**src/rtl/lkv_pkg.sv**
```systemverilog
// Shared types and constants for the LRU key-value cache.
package lkv_pkg;

  localparam int KEY_W = 32;
  localparam int VAL_W = 32;
  localparam int CAP_W = 5;

  localparam logic [CAP_W-1:0] CAP_RESET = 5'd16;
  localparam logic             CMD_PUT   = 1'b1;

  typedef enum logic [3:0] {
    ST_IDLE   = 4'b0001,
    ST_LOOKUP = 4'b0010,
    ST_UPDATE = 4'b0100,
    ST_RESP   = 4'b1000
  } lkv_state_t;

  typedef struct packed {
    logic load;
    logic search;
    logic touch;
    logic insert;
    logic ram_rd;
    logic ram_wr;
  } lkv_cmd_t;

  typedef struct packed {
    logic is_put;
    logic hit;
    logic slot_found;
  } lkv_sts_t;

endpackage

```
**src/rtl/lkv_ram.sv**
```systemverilog
// Generic single-port RAM with registered read data.
module lkv_ram #(
  parameter int WIDTH = 32,
  parameter int DEPTH = 16
) (
  input  logic                     clk,
  input  logic                     we,
  input  logic                     re,
  input  logic [$clog2(DEPTH)-1:0] addr,
  input  logic [WIDTH-1:0]         wdata,
  output logic [WIDTH-1:0]         rdata
);

  logic [WIDTH-1:0] mem_r [DEPTH];

  always_ff @(posedge clk) begin
    if (we) begin
      mem_r[addr] <= wdata;
    end
    if (re) begin
      rdata <= mem_r[addr];
    end
  end

endmodule

```
**src/rtl/lkv_ctrl.sv**
```systemverilog
// Sequencing state machine for the LRU key-value cache.
module lkv_ctrl (
  input  logic              clk,
  input  logic              rst_n,
  input  logic              start,
  input  lkv_pkg::lkv_sts_t sts,
  output lkv_pkg::lkv_cmd_t cmd,
  output logic              busy,
  output logic              out_valid
);

  lkv_pkg::lkv_state_t state_r, state_nxt;

  always_ff @(posedge clk) begin
    if (!rst_n) begin
      state_r <= lkv_pkg::ST_IDLE;
    end else begin
      state_r <= state_nxt;
    end
  end

  always_comb begin
    state_nxt = state_r;
    cmd       = '0;
    case (state_r)
      lkv_pkg::ST_IDLE: begin
        if (start) begin
          cmd.load  = 1'b1;
          state_nxt = lkv_pkg::ST_LOOKUP;
        end
      end
      lkv_pkg::ST_LOOKUP: begin
        cmd.search = 1'b1;
        state_nxt  = lkv_pkg::ST_UPDATE;
      end
      lkv_pkg::ST_UPDATE: begin
        cmd.touch  = sts.hit;
        cmd.ram_rd = !sts.is_put && sts.hit;
        cmd.ram_wr = sts.is_put && (sts.hit || sts.slot_found);
        cmd.insert = sts.is_put && !sts.hit;
        state_nxt  = lkv_pkg::ST_RESP;
      end
      lkv_pkg::ST_RESP: begin
        state_nxt = lkv_pkg::ST_IDLE;
      end
      default: begin
        state_nxt = lkv_pkg::ST_IDLE;
      end
    endcase
  end

  assign busy      = (state_r != lkv_pkg::ST_IDLE);
  assign out_valid = (state_r == lkv_pkg::ST_RESP);

endmodule

```
**src/rtl/lkv_datapath.sv**
```systemverilog
// Entry store, key match, recency ranks and value memory of the LRU key-value cache.
module lkv_datapath #(
  parameter int ENTRIES = 16
) (
  input  logic                             clk,
  input  logic                             rst_n,
  input  logic                             in_cmd,
  input  logic signed [lkv_pkg::KEY_W-1:0] in_key,
  input  logic signed [lkv_pkg::VAL_W-1:0] in_value,
  input  logic                             cfg_wr,
  input  logic [lkv_pkg::CAP_W-1:0]        cfg_data,
  input  lkv_pkg::lkv_cmd_t                cmd,
  output lkv_pkg::lkv_sts_t                sts,
  output logic                             out_hit,
  output logic signed [lkv_pkg::VAL_W-1:0] out_read_value,
  output logic                             out_evicted
);

  localparam int IDX_W = $clog2(ENTRIES);
  localparam int CNT_W = $clog2(ENTRIES + 1);
  localparam int CMP_W = (CNT_W > lkv_pkg::CAP_W) ? CNT_W : lkv_pkg::CAP_W;

  logic [lkv_pkg::CAP_W-1:0] cap_r;
  logic [CNT_W-1:0]          fill_r, fill_nxt;
  logic [ENTRIES-1:0]        valid_r, valid_nxt;
  logic [lkv_pkg::KEY_W-1:0] key_arr_r [ENTRIES];
  logic [IDX_W-1:0]          age_arr_r [ENTRIES];
  logic [IDX_W-1:0]          age_nxt   [ENTRIES];

  logic                      op_put_r;
  logic [lkv_pkg::KEY_W-1:0] op_key_r;
  logic [lkv_pkg::VAL_W-1:0] op_val_r;

  logic                      hit_r;
  logic [ENTRIES-1:0]        hit_oh_r;
  logic [IDX_W-1:0]          hit_idx_r;
  logic [IDX_W-1:0]          hit_age_r;
  logic                      evict_r;
  logic [ENTRIES-1:0]        victim_oh_r;
  logic [ENTRIES-1:0]        slot_oh_r;
  logic [IDX_W-1:0]          slot_idx_r;
  logic                      slot_found_r;

  logic [ENTRIES-1:0]        match_c;
  logic [IDX_W-1:0]          hit_idx_c;
  logic [IDX_W-1:0]          hit_age_c;
  logic [lkv_pkg::CAP_W-1:0] cap_eff_c;
  logic                      evict_need_c;
  logic                      evict_c;
  logic [IDX_W-1:0]          oldest_age_c;
  logic [ENTRIES-1:0]        victim_oh_c;
  logic [ENTRIES-1:0]        cand_c;
  logic [ENTRIES-1:0]        slot_oh_c;
  logic [IDX_W-1:0]          slot_idx_c;

  logic [IDX_W-1:0]          ram_addr;
  logic [lkv_pkg::VAL_W-1:0] ram_rdata;

  always_comb begin
    hit_idx_c    = '0;
    hit_age_c    = '0;
    slot_idx_c   = '0;
    oldest_age_c = IDX_W'(fill_r - CNT_W'(1));
    for (int i = 0; i < ENTRIES; i++) begin
      match_c[i]     = valid_r[i] && (key_arr_r[i] == op_key_r);
      victim_oh_c[i] = valid_r[i] && (age_arr_r[i] == oldest_age_c);
      if (match_c[i]) begin
        hit_idx_c = hit_idx_c | IDX_W'(i);
        hit_age_c = hit_age_c | age_arr_r[i];
      end
    end
    cap_eff_c    = (cap_r == '0) ? lkv_pkg::CAP_W'(1) : cap_r;
    evict_need_c = (CMP_W'(fill_r) >= CMP_W'(ENTRIES)) ||
                   (CMP_W'(fill_r) >= CMP_W'(cap_eff_c));
    evict_c      = op_put_r && (match_c == '0) && evict_need_c;
    cand_c       = ~valid_r | (evict_c ? victim_oh_c : '0);
    slot_oh_c    = cand_c & (~cand_c + ENTRIES'(1));
    for (int i = 0; i < ENTRIES; i++) begin
      if (slot_oh_c[i]) begin
        slot_idx_c = slot_idx_c | IDX_W'(i);
      end
    end
  end

  always_comb begin
    valid_nxt = valid_r;
    fill_nxt  = fill_r;
    for (int i = 0; i < ENTRIES; i++) begin
      age_nxt[i] = age_arr_r[i];
    end
    if (cmd.touch) begin
      for (int i = 0; i < ENTRIES; i++) begin
        if (hit_oh_r[i]) begin
          age_nxt[i] = '0;
        end else if (valid_r[i] && (age_arr_r[i] < hit_age_r)) begin
          age_nxt[i] = age_arr_r[i] + IDX_W'(1);
        end
      end
    end else if (cmd.insert) begin
      for (int i = 0; i < ENTRIES; i++) begin
        if (slot_found_r && slot_oh_r[i]) begin
          valid_nxt[i] = 1'b1;
          age_nxt[i]   = '0;
        end else if (evict_r && victim_oh_r[i]) begin
          valid_nxt[i] = 1'b0;
        end else if (valid_r[i]) begin
          age_nxt[i] = age_arr_r[i] + IDX_W'(1);
        end
      end
      fill_nxt = fill_r - CNT_W'(evict_r) + CNT_W'(slot_found_r);
    end
  end

  always_ff @(posedge clk) begin
    if (!rst_n) begin
      cap_r   <= lkv_pkg::CAP_RESET;
      fill_r  <= '0;
      valid_r <= '0;
    end else begin
      if (cfg_wr) begin
        cap_r <= cfg_data;
      end
      fill_r  <= fill_nxt;
      valid_r <= valid_nxt;
    end
  end

  always_ff @(posedge clk) begin
    for (int i = 0; i < ENTRIES; i++) begin
      age_arr_r[i] <= age_nxt[i];
      if (cmd.insert && slot_found_r && slot_oh_r[i]) begin
        key_arr_r[i] <= op_key_r;
      end
    end
    if (cmd.load) begin
      op_put_r <= (in_cmd == lkv_pkg::CMD_PUT);
      op_key_r <= in_key;
      op_val_r <= in_value;
    end
    if (cmd.search) begin
      hit_r        <= (match_c != '0);
      hit_oh_r     <= match_c;
      hit_idx_r    <= hit_idx_c;
      hit_age_r    <= hit_age_c;
      evict_r      <= evict_c;
      victim_oh_r  <= victim_oh_c;
      slot_oh_r    <= slot_oh_c;
      slot_idx_r   <= slot_idx_c;
      slot_found_r <= (cand_c != '0);
    end
  end

  assign ram_addr = hit_r ? hit_idx_r : slot_idx_r;

  lkv_ram #(
    .WIDTH (lkv_pkg::VAL_W),
    .DEPTH (ENTRIES)
  ) u_value_ram (
    .clk   (clk),
    .we    (cmd.ram_wr),
    .re    (cmd.ram_rd),
    .addr  (ram_addr),
    .wdata (op_val_r),
    .rdata (ram_rdata)
  );

  assign sts.is_put     = op_put_r;
  assign sts.hit        = hit_r;
  assign sts.slot_found = slot_found_r;

  assign out_hit        = hit_r;
  assign out_evicted    = evict_r;
  assign out_read_value = (!op_put_r && hit_r) ? ram_rdata : '0;

endmodule

```
**src/rtl/lru_key_value_cache.sv**
```systemverilog
// Top level of the LRU key-value cache: controller, datapath and configuration port.
// Each request is one get or put. A transfer is taken when start is high and busy is low, and
// exactly one result follows: out_valid is high for one cycle, in the result state, and the
// receiver cannot hold it off. No new request is taken until that result has been shown. After
// the accepting edge the block passes through the lookup state (parallel key search and
// victim/free-slot pick), the update state (rank update with the value memory access) and the
// result state; busy stays high until the result state ends. The store starts empty after reset.
// The capacity register is written over the cfg channel, which is always ready; write it only
// while busy is low.
module lru_key_value_cache #(
  parameter int ENTRIES = 16
) (
  input  logic                             clk,
  input  logic                             rst_n,
  input  logic                             start,
  output logic                             busy,
  input  logic                             in_cmd,
  input  logic signed [lkv_pkg::KEY_W-1:0] in_key,
  input  logic signed [lkv_pkg::VAL_W-1:0] in_value,
  output logic                             out_valid,
  output logic                             out_hit,
  output logic signed [lkv_pkg::VAL_W-1:0] out_read_value,
  output logic                             out_evicted,
  input  logic                             cfg_valid,
  output logic                             cfg_ready,
  input  logic [lkv_pkg::CAP_W-1:0]        cfg_data
);

  lkv_pkg::lkv_cmd_t cmd;
  lkv_pkg::lkv_sts_t sts;

  assign cfg_ready = 1'b1;

  lkv_ctrl u_ctrl (
    .clk       (clk),
    .rst_n     (rst_n),
    .start     (start),
    .sts       (sts),
    .cmd       (cmd),
    .busy      (busy),
    .out_valid (out_valid)
  );

  lkv_datapath #(
    .ENTRIES (ENTRIES)
  ) u_datapath (
    .clk            (clk),
    .rst_n          (rst_n),
    .in_cmd         (in_cmd),
    .in_key         (in_key),
    .in_value       (in_value),
    .cfg_wr         (cfg_valid && cfg_ready),
    .cfg_data       (cfg_data),
    .cmd            (cmd),
    .sts            (sts),
    .out_hit        (out_hit),
    .out_read_value (out_read_value),
    .out_evicted    (out_evicted)
  );

endmodule

```
**config.mk**
```make
export PLATFORM = sky130hd
export DESIGN_NAME = lru_key_value_cache
export DESIGN_NICKNAME = d
export VERILOG_FILES = /design/src/rtl/lkv_pkg.sv /design/src/rtl/lkv_ram.sv /design/src/rtl/lkv_ctrl.sv /design/src/rtl/lkv_datapath.sv /design/src/rtl/lru_key_value_cache.sv
export SDC_FILE = /design/constraint.sdc
export NUM_CORES = 2
export LEC_CHECK = 0
export CAP_MARGIN = 15
export CORE_MARGIN = 5
export CORE_UTILIZATION = 40
export CTS_CLUSTER_SIZE = 20
export DETAILED_ROUTE_END_ITERATION = 8
export DONT_BUFFER_PORTS = 1
export GPL_TIMING_DRIVEN = 0
export RECOVER_POWER = 50
export SLEW_MARGIN = 15
export SYNTH_ARGS = -nofsm -noshare
export SYNTH_HDL_FRONTEND = slang
export SYNTH_SLANG_ARGS = --single-unit
```
**constraint.sdc**
```tcl
create_clock -name clk -period 10.7 [get_ports clk]
set_input_delay 0 -clock clk [delete_from_list [all_inputs] [get_ports clk]]
set_output_delay 0 -clock clk [all_outputs]
set_load 0.01 [all_outputs]
```
==> results.tsv <==
metric	value	unit
outcome	finished clean	
leakagePower	0.0215	uW
die_y	380	um
area_growth	16.8	%
pre_cts_ws	5.38	ns
synth_edf_count	1248	
worst_pin_slew	1.33	ns
synth_ff_type	edfxtp_1	
syn-num-nets	3433	
routed_wl	157000	um
vdd_drop_max	0.000171	V
yosysUniqueCellTypes	83	
synth_warnings	0	
clkSinkCount	1278	
fin_crit_sh	0.611	
gp_congestion	0.871	
rsz0062_at_grt	false	
grt_pass1_vias	30500	
wire_per_inst	28.5	um
final_nets	3798	
final_area	64000	um^2
overflow	0	
ys_ff_latch	1278	
end_kind	flip-flop	
cts_tree	built	
crit_path_start_kind	flip-flop	
syn_inst	3279	
crit_arrival	7.03	ns
clock_latency	0.77	ns
tns	0	ns
synth_top_cell_area_share	0.684	
avgViaCountPerCell	5.57	
syn_avg_cell_area	16.7	um^2
dr_total_vias	30700	
start_util	0.404	
route.detailed.drc	0	
ant_nets	0	
drt_first_pass_iters	5	
relSlewSlack	0.113	
cts_buffers	132	
antennaDiodeCount	0	
finalMaxSlewViolations	0	
portBuffers	0	
clk_pin_slew_worst_paths	0.06	ns
fin_worst_skew	0.0249	ns
drtIter0Drc	3266	
syn-cell-area	54800	um^2
groute.usage.overall	0.215	
power_density	165	nW/um^2
critPathMaxFanout	10	
worstPathRequired	11.19	ns
drive_above_1_share	0.140	
yosysTopAreaCell	edfxtp_1	
place_area	58700	um^2
cap_violations	0	
setup_viol	0	
hold_violations	0	
whs	0.181	ns
coreArea	136000	um^2
row_count	135	
async_reset_ff_frac	0	
grt_max_degree	28	
cts_resized	0	
cts-root-buf	clkbuf_16	
finalWorstSetupSlack	4.16	ns
grt_pass1_wl	223000	um
ys_seq_area_frac	0.694	
holdCritPathClass	input port to flip-flop	
synth_area_leaders	edfxtp_1, xor2_1, mux4_2, ha_1, xnor2_1	
fmax	0.153	GHz
die-area	145000	um^2
htree_levels	4	
dp_hpwl	103000	um
grt_antenna_before_repair	7	
period_needed	6.54	ns
ios	111	
die_x	380	um
clk_path_buf_depth	3	
worstSetupPathType	flip-flop to flip-flop	
area by class of cell:
cell class              count  area, um^2
fillers                 11500       71800
multi-input cells        1793       15500
clock buffers             162        3470
inverters                  49         184
clock inverters            68         628
well taps                1781        2230
flip-flops and latches   1278       38100
repair buffers            231        2640
plain buffers             159        1270
path summary, 6_finish.rpt:
path                                                         from                                     end  slack [ns]  cells past startpoint
worst max-delay path            u_datapath.fill_r[0]$_SDFFE_PN0P_  u_datapath.slot_idx_r[3]$_SDFFCE_PP1N_        4.16                     14
worst min-delay path                                    cfg_valid        u_datapath.cap_r[4]$_SDFFE_PN1P_        0.18                      3
worst max register to register  u_datapath.fill_r[0]$_SDFFE_PN0P_  u_datapath.slot_idx_r[3]$_SDFFCE_PP1N_        4.16                     14
worst min register to register  u_datapath.fill_r[4]$_SDFFE_PN0P_       u_datapath.fill_r[4]$_SDFFE_PN0P_        0.53                      2
metal layers:
metal | vias to the layer above | part of all wire | GRT usage | wire length [um]
li1 | 13200 | - | - | -
met3 | 291 | 0.080 | 0.0470 | 12600
met5 | - | 0.000083 | 0 | 13
met1 | 15800 | 0.40 | 0.282 | 63300
met4 | 2 | 0.038 | 0.0764 | 6040
met2 | 1369 | 0.48 | 0.354 | 75500
cells in the mapped netlist, types with 4 or more instances:
library cell	instances
o31ai_1	5
inv_1	47
a31oi_1	32
edfxtp_1	1248
nor3_2	12
a21o_1	35
nor2_1	136
nor4_1	111
nand2b_1	19
buf_1	11
a22o_1	16
o2111ai_1	4
nand3b_1	4
nor2b_1	11
nor3_1	28
nand4_1	29
o21a_1	32
and3_1	4
nand3_1	56
a221oi_1	18
clkbuf_1	69
o32a_1	18
buf_2	10
xor2_1	516
a211oi_1	32
nor4_4	7
buf_8	11
dfxtp_1	30
buf_4	14
xnor2_1	90
mux2i_1	7
or3_1	4
xnor3_1	6
o31a_1	4
nand2_1	144
and2_1	71
buf_6	25
mux4_2	128
o21ai_0	20
ha_1	79
nand3_2	8
a21oi_1	54
buf_12	19
per-stage QoR:
stage          power (uW)  cells   util
6_report            10600   5521  0.471
4_1_cts             10600   5520  0.473
5_1_grt             10900   5521  0.471
3_5_place_dp         6190   5142  0.432
3_3_place_gp         6170   5060  0.420
2_1_floorplan        5960   3279      -
cell families (layout without fill, tap and decap cells):
family | count (synthesis) | in the layout | synth area share
flip-flops | 1278 | 1278 | 0.694
AND/OR/NAND/NOR | 665 | 665 | 0.0663
XOR/XNOR | 614 | 614 | 0.100
AO/OA/AOI/OAI | 295 | 295 | 0.0395
buffers and inverters | 208 | 669 | 0.0267
multiplexers | 138 | 138 | 0.0545
adder cells (fa/ha/maj) | 80 | 80 | 0.0184
other | 1 | 1 | 0.0000684
flip-flops by register name, summed over array words and instances (netlist names), 32 cells and up:
| register | flops |
|---|---|
| u_datapath.key_arr_r | 512 |
| u_datapath.u_value_ram.mem_r | 512 |
| u_datapath.age_arr_r | 64 |
| u_datapath.op_key_r | 32 |
| u_datapath.op_val_r | 32 |
| u_datapath.u_value_ram.rdata | 32 |
report_power, final:
group,total [uW],switching [uW],internal [uW]
Clock,4450,1980,2470
Combinational,475,286,189
Sequential,5640,109,5530
critical path, cell delays in order (launching register included):
cell	delay, ns
dfxtp_1	0.30
clkbuf_1	0.78
clkbuf_1	0.82
inv_1	0.29
ha_1	0.37
clkbuf_1	0.49
clkbuf_1	0.70
xor2_1	0.20
nand3_1	0.09
nor3_1	0.84
nor4_1	0.22
a211o_1	0.36
nand3b_1	0.15
o211ai_1	0.14
or4_1	0.51
placed cells by master, fill, tap and decap left out, types with 35 or more instances in the layout:
cell / count
xor2_1: 516
nor2_1: 107
nand3_1: 56
nor4_1: 111
a21o_1: 35
inv_1: 47
clkbuf_16: 134
dlygate4sd3_1: 148
and2_1: 59
clkbuf_1: 130
mux4_2: 128
a21oi_1: 54
xnor2_1: 90
edfxtp_1: 1248
ha_1: 79
nand2_1: 144
repair_timing:
item / CTS / global route
hold buffers: 148 / 0
hold endpoints to repair: 112 / 0
buffers inserted: 0 / 0
No activity file was read; power rests on OpenSTA's default activity.
